--- src/hdl/plsimp_pkg.sv ---
package plsimp_pkg;

    localparam int MAX_POINTS = 64;
    localparam int COORD_BITS = 12;
    localparam int EPS_W      = 16;
    localparam logic [EPS_W-1:0] EPS_RESET = 16'd16;

    localparam int IDX_W = $clog2(MAX_POINTS);
    localparam int CNT_W = $clog2(MAX_POINTS + 1);

    // datapath widths
    localparam int D_W    = COORD_BITS + 1;       // signed coordinate difference
    localparam int P_W    = 2 * D_W;              // signed product
    localparam int L_W    = 2 * COORD_BITS + 1;   // squared length
    localparam int M_W    = L_W;                  // |cross| or squared distance
    localparam int MS_W   = M_W + 4;
    localparam int MA_W   = 2 * MS_W;
    localparam int E2_W   = 2 * EPS_W;
    localparam int MB_W   = E2_W + L_W;
    localparam int CMP_W  = (MA_W > MB_W) ? MA_W : MB_W;

    localparam int CQ_DEPTH = 4;
    localparam int CQ_PW    = $clog2(CQ_DEPTH);
    localparam int CQ_CW    = $clog2(CQ_DEPTH + 1);

    typedef struct packed {
        logic                  store;
        logic                  run;
        logic [IDX_W-1:0]      idx;
        logic [COORD_BITS-1:0] x;
        logic [COORD_BITS-1:0] y;
        logic [CNT_W-1:0]      n;
        logic                  ovf;
    } t_cmd;

    typedef enum logic [4:0] {
        B_IDLE,
        B_POP,
        B_SEG,
        B_GET_S,
        B_GET_E,
        B_LEN,
        B_PT_A,
        B_PT_B,
        B_PT_C,
        B_CMP_A,
        B_CMP_B,
        B_CMP_C,
        B_PUSH2,
        B_EMIT_RD,
        B_EMIT_WR,
        B_FEW,
        B_DONE
    } t_bstate;

endpackage

--- src/hdl/plsimp_front.sv ---
module plsimp_front (
    input  logic                            i_clk,
    input  logic                            i_rst_n,
    input  logic                            i_push,
    input  logic                            i_q_full,
    input  logic [plsimp_pkg::COORD_BITS-1:0] i_point_x,
    input  logic [plsimp_pkg::COORD_BITS-1:0] i_point_y,
    input  logic                            i_final_point,
    output logic                            o_q_push,
    output plsimp_pkg::t_cmd                o_cmd
);
    import plsimp_pkg::*;

    logic [CNT_W-1:0] r_count, n_count;
    logic             r_ovf, n_ovf;
    logic             accept, room;

    assign accept   = i_push && !i_q_full;
    assign room     = (r_count < CNT_W'(MAX_POINTS));
    assign o_q_push = accept;

    always_comb begin
        o_cmd.store = room;
        o_cmd.run   = i_final_point;
        o_cmd.idx   = r_count[IDX_W-1:0];
        o_cmd.x     = i_point_x;
        o_cmd.y     = i_point_y;
        o_cmd.n     = room ? r_count + CNT_W'(1) : r_count;
        o_cmd.ovf   = r_ovf || !room;
        n_count     = r_count;
        n_ovf       = r_ovf;
        if (accept) begin
            if (i_final_point) begin
                n_count = '0;
                n_ovf   = 1'b0;
            end else begin
                n_count = o_cmd.n;
                n_ovf   = o_cmd.ovf;
            end
        end
    end

    always_ff @(posedge i_clk) begin
        if (!i_rst_n) begin
            r_count <= '0;
            r_ovf   <= 1'b0;
        end else begin
            r_count <= n_count;
            r_ovf   <= n_ovf;
        end
    end

endmodule

--- config.mk ---
export PLATFORM = sky130hd
export DESIGN_NAME = plsimp_front
export DESIGN_NICKNAME = d
export VERILOG_FILES = /design/src/hdl/plsimp_pkg.sv /design/src/hdl/plsimp_front.sv
export SDC_FILE = /design/constraint.sdc
export NUM_CORES = 1
export LEC_CHECK = 0
export ABC_CLOCK_PERIOD_IN_PS = 1700
export BUFFER_PORTS_ARGS = -buffer_cell sky130_fd_sc_hd__buf_4
export CORE_UTILIZATION = 36
export CTS_BUF_LIST = sky130_fd_sc_hd__clkbuf_4 sky130_fd_sc_hd__clkbuf_8
export CTS_CLUSTER_DIAMETER = 40
export CTS_CLUSTER_SIZE = 28
export DETAILED_ROUTE_END_ITERATION = 7
export PLACE_DENSITY = 0.88
export SLEW_MARGIN = 20
export SYNTH_ARGS = -nofsm -noshare
export SYNTH_HDL_FRONTEND = slang
export SYNTH_SLANG_ARGS = --single-unit
export TNS_END_PERCENT = 30
--- constraint.sdc ---
create_clock -name i_clk -period 1.7 [get_ports i_clk]
set_input_delay 0.17 -clock i_clk [delete_from_list [all_inputs] [get_ports i_clk]]
set_output_delay 0.17 -clock i_clk [all_outputs]
set_load 0.1 [all_outputs]
==> impl_results.md <==
- Status: finished clean
- Worst skew pair latency: 0.25 ns
- Synth top area cells: buf_4 34%, dfxtp_1 23%, xnor2_1 5.0%, nor2b_1 3.6%, a22oi_1 3.2%
- Ant diodes: 0
- CTS clk-pin slew, worst paths: 0.06 ns
- DRT antenna net count: 0
- DIE HEIGHT: 46.2 microns
- WL/cell: 13.6 microns
- Sequential share of power: 0.451
- Via count: 469
- Setup crit start: r_count[2]
- Min-Delay Path Depth: 2
- Total wire length: 1.31 mm
- Logic pwr share: 0.200
- Cell Pwr Density: 571 nW/um^2
- Placement row count: 15
- Initial antenna violation count: 0
- Post-synthesis cell count: 82
- DRC viols: 0
- Finished Layout Cells: 96
- WP data required: 1.53 ns
- Placer Congestion: 0.698
- FMAX: 0.614 GHz
- Final total power: 424 uW
- Die area: 2130 sq um
- Overflow after GRT: 0
- Final Max Slew Viols: 0
- H-tree levels: 1
- Crit Path Class: reg2out
- Initial Utilization: 0.394
- Critical-path maximum fanout: 6
- Max clock buf depth: 2
- Setup bufs post-CTS: 0
- Pin count of the biggest net entering global routing: 11
- Placed cells: 93
- Peak supply drop: 0.000278 V
- DR pass1 iterations: 4
- Worst hold-check path type: in2reg
- Share of layout cells above drive strength 1: 0.563
- Final setup viols: 0
- First-pass GRT wire length: 1.73 mm
- Post-synth top area share: 0.342
- CTS root buffer: clkbuf_4
- Worst path arrival time: 1.46 ns
- GRT Util Overall: 0.114
- Hold Startpoint: i_rst_n
- Slew @ Worst Pin: 0.366 ns
- Setup crit start kind: flop
- Crit. End Element: output pin
- Sw power: 133 uW
- R2R depth: 4
- Reg2reg start: r_count[2]
- Fin crit share: 0.958
- Number of fill cells: 183
- Area of the multi-input gates: 339 sq um
- Sequential area share after synthesis: 0.228
- Max cap viols: 0
- Clk_skew: 0.00131 ns
- Final Util: 0.416
- Final Hold Fails: 0
- CTS tree: done
- Die span in x: 46.2 microns
- Yosys reg bits: 8
- Port bufs: 21
- Synthesized cell area: 703 sq um
- CTS Hold Buffers Added: 0
- Yosys cell types: 31
- Clock power frac: 0.349
- Register area: 168 sq um
- Num CTS Buffers: 3
- Post-synth net total: 112
- Yosys warnings: 0
- P&R area growth vs syn: 5.52%
- Leakage: 0.000357 uW
- Vias in the first global route: 399
- Via/cell ratio: 4.89
- Core area: 1780 sq um
- CTS sink cnt: 8
- Total internal power: 291 uW
- I/O pins: 70
- Post-DP HPWL: 988 microns
- Mean Syn Cell Area: 8.58 sq um
- Final min period: 1.63 ns
- Post-layout nets: 103
- Max transition margin: 0.756
- Leading area contributor after synthesis: buf_4
- DRT iter0 DRCs: 9
- Switch share: 0.313
stage by stage:
| stage | setup WS (ns) | setup TNS [ns] | instance area [sq um] | hold slack [ns] |
|---|---|---|---|---|
| floorplan | -0.216 | -0.551 | 753 | 0.350 |
| global placement | 0.173 | 0 | 683 | 0.341 |
| detailed placement | 0.129 | 0 | 683 | 0.341 |
| CTS | -0.0224 | -0.0224 | 719 | 0.205 |
| global route | -0.00410 | -0.00410 | 742 | 0.225 |
| finish | 0.0713 | 0 | 742 | 0.212 |
critical path, stage by stage (launching register included):
cell and delay, ns:
dfxtp_2 0.40, and4b_2 0.36, nand2_4 0.07, xnor2_2 0.13, buf_6 0.24
layout make-up:
type	count	share of cell area
multi-input cells	37	0.457
repair buffers	21	0.234
flip-flops and latches	8	0.226
well taps	25	0.0422
clock buffers	3	0.0304
inverters	2	0.0101
Yosys cell counts (all sizes together):
master   count
or2          1
nand4b       1
nand2        3
o21ai        2
a2bb2oi      1
ha           1
clkbuf       2
mux2         1
inv          2
or4          1
nand2b       2
nor2b        4
and4b        1
dfxtp        8
a22oi        3
xnor2        4
and2         1
a21oi        1
nor2         2
a32o         1
o211a        1
buf         33
nand4        1
nor3b        1
xor2         1
nand3        1
a41o         1
a21boi       1
state kept, by name, summed over array words and instances (netlist names):
register	count
r_count	7
r_ovf	1
kinds of logic after synthesis:
| logic type | Yosys count | share of synthesized area |
|---|---|---|
| buffers and inverters | 37 | 0.379 |
| flip-flops | 8 | 0.228 |
| AND/OR/NAND/NOR | 19 | 0.176 |
| multiplexers | 1 | 0.0160 |
| adder cells (fa/ha/maj) | 1 | 0.0178 |
| XOR/XNOR | 5 | 0.0623 |
| AO/OA/AOI/OAI | 11 | 0.121 |
power groups by stage:
stage / Clock, uW / Combinational (uW) / Sequential, uW
finish: 148 / 84.9 / 191
global route: 163 / 87.9 / 191
CTS: 152 / 84.9 / 191
detailed placement: 0 / 84.8 / 195
global placement: 0 / 84.4 / 195
floorplan: 0 / 334 / 195
timing repair:
| item | in CTS | in global routing |
|---|---|---|
| setup endpoints to repair | 3 | 3 |
| gates resized for setup | 5 | 6 |
| pin swaps | 0 | 2 |
| endpoints found under the hold margin | 0 | 0 |
cell usage in the layout, fill, tap and decap left out, types with 2 or more instances in the layout:
| cell type | Yosys | routed |
|---|---|---|
| buf_4 | 32 | 19 |
| clkbuf_4 | 0 | 3 |
| nor2b_1 | 4 | 4 |
| nand2b_1 | 2 | 2 |
| nand2_1 | 2 | 2 |
| xnor2_2 | 0 | 3 |
| a22oi_1 | 3 | 3 |
| dfxtp_2 | 0 | 3 |
| dfxtp_1 | 8 | 4 |
| inv_1 | 2 | 2 |
| nor2_1 | 2 | 2 |
layer usage:
metal,GRT usage,vias to the layer above,share of wire
li1,-,222,-
met1,0.136,209,0.39
met2,0.183,30,0.49
met3,0.0235,8,0.10
met4,0.0706,0,0.015
met5,0,-,0
worst paths after layout:
path                            slack (ns)    endpoint
worst min-delay path                  0.21  r_count[2]
worst max-delay path                  0.07    o_cmd[6]
worst min register to register        0.52       r_ovf
worst max register to register        0.27  r_count[5]
(Power assumes the default switching activity.)
