### src/hdl/plsimp_pkg.sv
package plsimp_pkg;

    localparam int MAX_POINTS = 64;
    localparam int COORD_BITS = 12;
    localparam int EPS_W      = 16;
    localparam logic [EPS_W-1:0] EPS_RESET = 16'd16;

    localparam int IDX_W = $clog2(MAX_POINTS);
    localparam int CNT_W = $clog2(MAX_POINTS + 1);

    // datapath widths
    localparam int D_W    = COORD_BITS + 1;       // signed coordinate difference
    localparam int P_W    = 2 * D_W;              // signed product
    localparam int L_W    = 2 * COORD_BITS + 1;   // squared length
    localparam int M_W    = L_W;                  // |cross| or squared distance
    localparam int MS_W   = M_W + 4;
    localparam int MA_W   = 2 * MS_W;
    localparam int E2_W   = 2 * EPS_W;
    localparam int MB_W   = E2_W + L_W;
    localparam int CMP_W  = (MA_W > MB_W) ? MA_W : MB_W;

    localparam int CQ_DEPTH = 4;
    localparam int CQ_PW    = $clog2(CQ_DEPTH);
    localparam int CQ_CW    = $clog2(CQ_DEPTH + 1);

    typedef struct packed {
        logic                  store;
        logic                  run;
        logic [IDX_W-1:0]      idx;
        logic [COORD_BITS-1:0] x;
        logic [COORD_BITS-1:0] y;
        logic [CNT_W-1:0]      n;
        logic                  ovf;
    } t_cmd;

    typedef enum logic [4:0] {
        B_IDLE,
        B_POP,
        B_SEG,
        B_GET_S,
        B_GET_E,
        B_LEN,
        B_PT_A,
        B_PT_B,
        B_PT_C,
        B_CMP_A,
        B_CMP_B,
        B_CMP_C,
        B_PUSH2,
        B_EMIT_RD,
        B_EMIT_WR,
        B_FEW,
        B_DONE
    } t_bstate;

endpackage

### src/hdl/plsimp_cmdq.sv
module plsimp_cmdq (
    input  logic             i_clk,
    input  logic             i_rst_n,
    input  logic             i_push,
    input  plsimp_pkg::t_cmd i_data,
    output logic             o_full,
    input  logic             i_pop,
    output plsimp_pkg::t_cmd o_data,
    output logic             o_empty
);
    import plsimp_pkg::*;

    t_cmd             r_mem [CQ_DEPTH];
    logic [CQ_PW-1:0] r_wr, r_rd;
    logic [CQ_CW-1:0] r_cnt;
    logic             do_push, do_pop;

    assign o_full  = (r_cnt == CQ_CW'(CQ_DEPTH));
    assign o_empty = (r_cnt == '0);
    assign do_push = i_push && !o_full;
    assign do_pop  = i_pop && !o_empty;
    assign o_data  = r_mem[r_rd];

    always_ff @(posedge i_clk) begin
        if (do_push) begin
            r_mem[r_wr] <= i_data;
        end
    end

    always_ff @(posedge i_clk) begin
        if (!i_rst_n) begin
            r_wr  <= '0;
            r_rd  <= '0;
            r_cnt <= '0;
        end else begin
            if (do_push) r_wr <= r_wr + CQ_PW'(1);
            if (do_pop)  r_rd <= r_rd + CQ_PW'(1);
            r_cnt <= r_cnt + CQ_CW'(do_push) - CQ_CW'(do_pop);
        end
    end

endmodule

### config.mk
export PLATFORM = sky130hd
export DESIGN_NAME = plsimp_cmdq
export DESIGN_NICKNAME = d
export VERILOG_FILES = /design/src/hdl/plsimp_pkg.sv /design/src/hdl/plsimp_cmdq.sv
export SDC_FILE = /design/constraint.sdc
export NUM_CORES = 1
export LEC_CHECK = 0
export ABC_AREA = 0
export BUFFER_PORTS_ARGS = -buffer_cell sky130_fd_sc_hd__buf_4
export CAP_MARGIN = 20
export CORE_ASPECT_RATIO = 0.75
export CORE_MARGIN = 3
export CORE_UTILIZATION = 45
export DETAILED_ROUTE_END_ITERATION = 8
export GPL_TIMING_DRIVEN = 1
export MAX_ROUTING_LAYER = met4
export PLACE_DENSITY = 0.67
export REMOVE_ABC_BUFFERS = 1
export SETUP_SLACK_MARGIN = 0.3
export SYNTH_ARGS = -nofsm -noshare
export SYNTH_HDL_FRONTEND = slang
export SYNTH_SLANG_ARGS = --single-unit
export TNS_END_PERCENT = 5
### constraint.sdc
create_clock -name i_clk -period 2.24 [get_ports i_clk]
set_input_delay 0.336 -clock i_clk [delete_from_list [all_inputs] [get_ports i_clk]]
set_output_delay 0.336 -clock i_clk [all_outputs]
set_load 0.01 [all_outputs]
==> impl_metrics.csv, run 1 <==
group,metric,value,unit
setup_path,critPathMaxStageDelay,0.36,ns
setup_path,r2r_setup_slack,0.19,ns
synthesis,synth.distinct_cells,21,
global_routing,grt_pass1_wl,16.8,mm
floorplan,die_h,108,µm
clocking,htree_levels,4,
route,num_vias,2866,
floorplan,die_w,143,µm
floorplan,die_area,15500,µm²
power_and_ir_drop,p_seq_frac,0.452,
run_status,outcome,"finished clean",
floorplan,ios,86,
clocking,cts_tree,"built",
cells_and_area,nets,424,
route,finalWirelength,10.7,mm
setup_path,path_max_fanout,3,
cells_and_area,area_delta_synth_final,24.5,%
sta,rsz0062_at_grt,"true",
sta,hold_viol,0,
setup_path,path_buf_inv,2,
clocking,cts_buffer_depth,2,
global_routing,grt.overflow.total,0,
cells_and_area,seqCellArea,5000,µm²
setup_path,cpMostUsedCell,"inv_1",
cells_and_area,nFillCells,985,
setup_path,slowest_stage,"dfxtp_4",
setup_path,r2r_start,"r_cnt[2]$_SDFF_PN0_",
power_and_ir_drop,ir_drop,0.000665,V
setup_path,crit_end,"r_cnt[2]$_SDFF_PN0_",
place,numPortBuffers,85,
cells_and_area,layout_commonest_cell,"edfxtp_1",
synthesis,synth.ff_latch_count,169,
synthesis,syn_area_per_cell,24.2,µm²
setup_path,critical_path.cell_chain,"nor3b_4 > nor2b_2 > inv_1 > ha_1 > inv_1 > ha_2 > fa_2 > xnor2_2 > xnor2_1 > and2_1",
setup_path,worstSetupStartpoint,"r_cnt[2]$_SDFF_PN0_",
setup_path,reg2reg_to,"r_cnt[2]$_SDFF_PN0_",
setup_path,cp-end-kind,"flip-flop",
power_and_ir_drop,power_density,1110,nW/µm²
global_routing,grt_pass1_vias,3063,
floorplan,initial_core_util,0.473,
clocking,clk_pin_slew,0.07,ns
power_and_ir_drop,power.switching,2.24,mW
power_and_ir_drop,power.clock.fraction,0.314,
setup_path,crit_type,"reg2reg",
sta,setup_violations,0,
place,placed_cell_area,7190,µm²
power_and_ir_drop,p_comb_frac,0.235,
clocking,numCtsBuffers,17,
setup_path,cp_top_family,"adder cells",
sta,relSlewSlack,0.711,
sta,setup_slack,0.191,ns
clocking,cts_sinks,169,
setup_path,startpoint_type,"flip-flop",
synthesis,ys.warnings.count,0,
setup_path,crit_cells,10,
cells_and_area,diodes,0,
route,antenna_left,0,
place,dpl.hpwl,6.58,mm
sta,fin_crit,2.05,ns
place,pre_cts_slack,0.0884,ns
route,firstDrtPassIters,4,
global_routing,grt_max_degree,29,
clocking,cts_root_buffer,"clkbuf_16",
place,gp_congestion,0.701,
sta,fmax,488,MHz
route,drc,0,
synthesis,postSynthCellCount,260,
global_routing,antenna_found_initial,0,
run,cap_violations,0,
floorplan,rows,36,
cells_and_area,finalInstanceArea,7850,µm²
route,vias_per_cell,5.15,
global_routing,grt_use_total,0.153,
setup_path,critical_path_arrival,2.36,ns
setup_path,ff2ff_path_depth,10,
synthesis,synthesis.area,6300,µm²
route,drtIter0Drc,152,
power_and_ir_drop,internal-power,6.51,mW
clocking,clkLatencyLatePin,0.41,ns
synthesis,synth_seq_area_share,0.791,
sta,drv_slew,0,
power_and_ir_drop,leakage,2.70,nW
floorplan,core,13300,µm²
setup_path,cp.required,2.55,ns
cells_and_area,multi_input_area,1210,µm²
power_and_ir_drop,swShare,0.256,
cells_and_area,final_cell_mix,"edfxtp_1 (160), buf_4 (101), mux4_2 (40), clkbuf_16 (17)",
sta,finClkSkew,0.0130,ns
sta,period_share,0.915,
min_path,min-delay-path-class,"in2reg",
route,wl_per_cell,19.2,µm
sta,tightest_slew,0.433,ns
cells_and_area,drive_gt1_frac,0.494,
cells_and_area,utilization,0.589,
-- power by group through the flow --
stage,logic (mW),clock network (mW),registers (mW)
floorplan,0.984,0,4.11
global placement,2.02,0,3.99
detailed placement,2.03,0,4.00
CTS,2.11,2.82,3.95
global route,2.23,2.95,3.98
finish,2.05,2.74,3.95
-- metrics by stage --
| step | hold slack [ns] | std cells | TNS (ns) | total power [mW] |
|---|---|---|---|---|
| 6_report | 0.120 | 556 | 0 | 8.75 |
| 3_5_place_dp | 0.480 | 518 | 0 | 6.04 |
| 5_1_grt | 0.0950 | 556 | 0 | 9.16 |
| 2_1_floorplan | 0.435 | 249 | -23.47 | 5.10 |
| 4_1_cts | 0.0996 | 554 | 0 | 8.87 |
| 3_3_place_gp | 0.481 | 518 | 0 | 6.01 |
-- sequential cells by signal, summed over array words and instances (netlist names), named ones only --
register,flops
r_wr,2
r_rd,2
r_mem,160
r_cnt,3
-- routing by layer --
metal,track usage,wire [µm],vias to the layer above,share of wire
met5,-,0,-,0
met1,0.199,4830,1475,0.45
met4,0.0427,71,0,0.0067
met3,0.0517,575,5,0.054
li1,-,-,1307,-
met2,0.232,5190,79,0.49
-- area by class of cell --
class / count / share of cell area
Clock buffer: 17 / 0.0542
Inverter: 6 / 0.00287
Multi-Input combinational cell: 74 / 0.154
Clock inverter: 14 / 0.0182
Timing Repair Buffer: 105 / 0.107
Sequential cell: 169 / 0.637
Tap cell: 171 / 0.0273
-- worst min-delay path by stage --
stage	cells past startpoint	from	to
final	1	i_data[35]	r_mem[3][35]$_DFFE_PP_
after global routing	1	i_data[33]	r_mem[1][33]$_DFFE_PP_
after CTS	1	i_data[20]	r_mem[2][20]$_DFFE_PP_
after detailed placement	2	r_rd[0]$_SDFFE_PN0P_	flip-flop
after global placement	2	r_rd[0]$_SDFFE_PN0P_	r_rd[0]$_SDFFE_PN0P_
after floorplan	0	i_data[0]	r_mem[0][0]$_DFFE_PP_
-- synth_stat cells (all sizes together) --
library cell,instances,area share
xnor2,2,0.0028
a21boi,1,0.0012
buf,10,0.018
nor2b,2,0.0020
inv,6,0.0036
nand4bb,1,0.0018
mux2i,2,0.0032
and2,7,0.0069
clkbuf,1,0.00060
nor3b,1,0.0020
mux4,40,0.14
o21ai,3,0.0024
nor3,1,0.0016
or3,1,0.00099
nand2,6,0.0036
ha,6,0.012
dfxtp,9,0.029
edfxtp,160,0.76
fa,1,0.0032
-- logic make-up after synthesis --
kind of cell / Yosys count / share of synthesized area
adder cells (fa/ha/maj): 7 / 0.0151
flip-flops: 169 / 0.791
buffers and inverters: 17 / 0.0226
AO/OA/AOI/OAI: 4 / 0.00357
AND/OR/NAND/NOR: 19 / 0.0189
XOR/XNOR: 2 / 0.00278
multiplexers: 42 / 0.146
-- worst register-to-register path: stages, from the launching register on --
cell and delay [ns]:
dfxtp_4 0.36, nor3b_4 0.16, nor2b_2 0.14, inv_1 0.05, ha_1 0.27, inv_1 0.04
ha_2 0.16, fa_2 0.36, xnor2_2 0.16, xnor2_1 0.12, and2_1 0.13
-- timing repair --
item | 4_1_cts | 5_1_grt
hold buffers | 0 | 0
pin swaps | 5 | 5
buffers inserted | 5 | 2
endpoints found under the setup margin | 42 | 202
gates resized for setup | 9 | 2
(Power assumes the default switching activity.)
==> run 2, diff against run 1 <==
Settings changed: CAP_MARGIN 20 to 10, REMOVE_ABC_BUFFERS 1 to not set.
==> run 2 against run 1 <==
Design area is 0.33% higher. Die area stayed put. Total power is 0.14% lower. Routed wire length is 2.9% higher. Cell count is 0.36% lower. Count of clock-buffer cells in the layout is 1 higher. Non-clock buffer count is 3 lower. Largest cell class unchanged.
==> impl_metrics.csv, run 2 (same netlist as run 1, synthesis figures left out) <==
group,metric,value,unit
global_routing,top_usage_layer,"met2",
setup_path,cp-end-kind,"output pin",
clocking,clkLatencyLatePin,0.41,ns
clocking,cts_tree,"built",
route,num_vias,2954,
sta,fin_crit,2.10,ns
floorplan,die_h,108,µm
synthesis,synthesis.nets,311,
run,cap_violations,0,
sta,period_share,0.939,
cells_and_area,diodes,0,
sta,relSlewSlack,0.743,
setup_path,crit_cells,3,
cells_and_area,final_cell_mix,"edfxtp_1 (160), buf_4 (93), mux4_2 (40), clkbuf_16 (17), buf_12 (7)",
place,dpl.hpwl,6.80,mm
setup_path,crit_end,"o_data[18]",
setup_path,slowest_stage,"mux4_2",
power_and_ir_drop,ir_drop,0.000587,V
route,drtIter0Drc,141,
setup_path,critical_path_arrival,1.77,ns
sta,setup_tns,0,ns
global_routing,grt.overflow.total,0,
cells_and_area,drive_gt1_frac,0.478,
power_and_ir_drop,power_density,1110,nW/µm²
setup_path,r2r_setup_slack,0.15,ns
sta,fin_hold_ws,0.123,ns
setup_path,path_max_fanout,14,
setup_path,critPathMaxStageDelay,0.56,ns
floorplan,core,13300,µm²
place,gp_congestion,0.745,
place,numPortBuffers,85,
floorplan,rows,36,
sta,fmax,475,MHz
cells_and_area,layout_commonest_cell,"edfxtp_1",
cells_and_area,nFillCells,971,
clocking,cts_buffer_depth,2,
global_routing,grt_use_total,0.158,
global_routing,grt_pass1_vias,3095,
place,placed_cell_area,7230,µm²
global_routing,use_met1,0.216,
setup_path,cp.required,1.90,ns
setup_path,crit_type,"reg2out",
cells_and_area,finalInstanceArea,7870,µm²
route,firstDrtPassIters,4,
global_routing,grt_util_met3,0.0486,
cells_and_area,reg.largest.list,"r_mem x160, r_cnt x3",
setup_path,r2r_start,"r_cnt[0]$_SDFF_PN0_",
route,antenna_left,0,
setup_path,cp_top_family,"multiplexers",
cells_and_area,regMostFlops,"r_mem",
sta,tightest_slew,0.386,ns
setup_path,startpoint_type,"flip-flop",
global_routing,grt_max_degree,24,
clocking,htree_levels,4,
cells_and_area,nets,421,
sta,setup_violations,0,
route,wl_per_cell,19.8,µm
floorplan,die_area,15500,µm²
clocking,cts-hold-fix-buffers,0,
floorplan,initial_core_util,0.473,
floorplan,die_w,143,µm
clocking,cts_sinks,169,
global_routing,use_met2,0.232,
sta,rsz0062_at_grt,"true",
sta,hold_viol,0,
global_routing,antenna_found_initial,0,
cells_and_area,area_delta_synth_final,24.9,%
route,drc,0,
clocking,cts_root_buffer,"clkbuf_16",
sta,drv_slew,0,
setup_path,reg2reg_to,"r_cnt[2]$_SDFF_PN0_",
run_status,outcome,"finished clean",
setup_path,path_buf_inv,2,
sta,finClkSkew,0.00549,ns
global_routing,grt_pass1_wl,17.2,mm
cells_and_area,largest_register_ffs,160,
clocking,clk_pin_slew,0.06,ns
setup_path,critical_path.cell_chain,"buf_12 > mux4_2 > buf_4",
power_and_ir_drop,leakage,2.69,nW
floorplan,ios,86,
setup_path,ff2ff_path_depth,9,
clocking,numCtsBuffers,17,
min_path,min-delay-path-class,"in2reg",
route,vias_per_cell,5.33,
route,finalWirelength,11.0,mm
## run 2: cell count changes in the layout (fill, tap and decap cells not counted), sizes merged
cell / before / now
clkinv: 7 / 11
clkbuf: 17 / 18
buf: 105 / 102
inv: 10 / 6
## run 2: area by class of cell
cell class / instances / area, µm² / share of cell area
well taps: 171 / 214 / 0.0272
multi-input cells: 74 / 1210 / 0.153
clock buffers: 18 / 429 / 0.0545
inverters: 6 / 22.5 / 0.00286
repair buffers: 102 / 893 / 0.113
flip-flops and latches: 169 / 5000 / 0.635
clock inverters: 14 / 109 / 0.0138
## run 2: worst reg2reg max path, cell delays in order, from the launching register on
cell     delay (ns)
dfxtp_4        0.36
nor3_4         0.26
nor2b_2        0.09
ha_1           0.28
inv_1          0.04
ha_2           0.17
fa_2           0.37
xnor2_2        0.15
xnor2_1        0.13
and2_1         0.13
## run 2: where the power goes
group | switching, mW | internal [mW]
registers | 0.126 | 3.85
clock network | 1.11 | 1.51
logic | 0.963 | 1.18
total | 2.20 | 6.53
## run 2: routing by layer
| metal | vias to the layer above | share of wire |
|---|---|---|
| met5 | - | 0 |
| met4 | 0 | 0.0090 |
| met3 | 11 | 0.053 |
| met2 | 97 | 0.48 |
| met1 | 1550 | 0.46 |
| li1 | 1296 | - |
## run 2: metrics by stage
step / setup WS (ns) / instances / util / power [mW]
after floorplan: 0.0991 / 260 / - / 5.23
after detailed placement: 0.0525 / 518 / 0.542 / 6.05
after global routing: 0.00925 / 554 / 0.591 / 9.15
after CTS: 0.106 / 552 / 0.587 / 8.80
final: 0.136 / 554 / 0.591 / 8.74
after global placement: 0.147 / 518 / 0.542 / 6.01
## run 2: worst min path at each step
stage / start / to / slack (ns) / cells after the start
floorplan: i_data[0] / r_mem[0][0]$_DFFE_PP_ / 0.43 / 0
global placement: r_rd[0]$_SDFFE_PN0P_ / flip-flop / 0.48 / 2
detailed placement: r_rd[0]$_SDFFE_PN0P_ / flip-flop / 0.47 / 2
CTS: i_data[22] / r_mem[0][22]$_DFFE_PP_ / 0.1 / 1
global route: i_data[22] / r_mem[0][22]$_DFFE_PP_ / 0.09 / 1
finish: i_data[2] / r_mem[0][2]$_DFFE_PP_ / 0.12 / 1
## run 2: repair_timing
item / 4_1_cts / 5_1_grt
resized for setup: 7 / 9
endpoints found under the hold margin: 0 / 0
endpoints found under the setup margin: 42 / 42
pin swaps: 1 / 6
buffers inserted: 1 / 2
cloned: 1 / 0
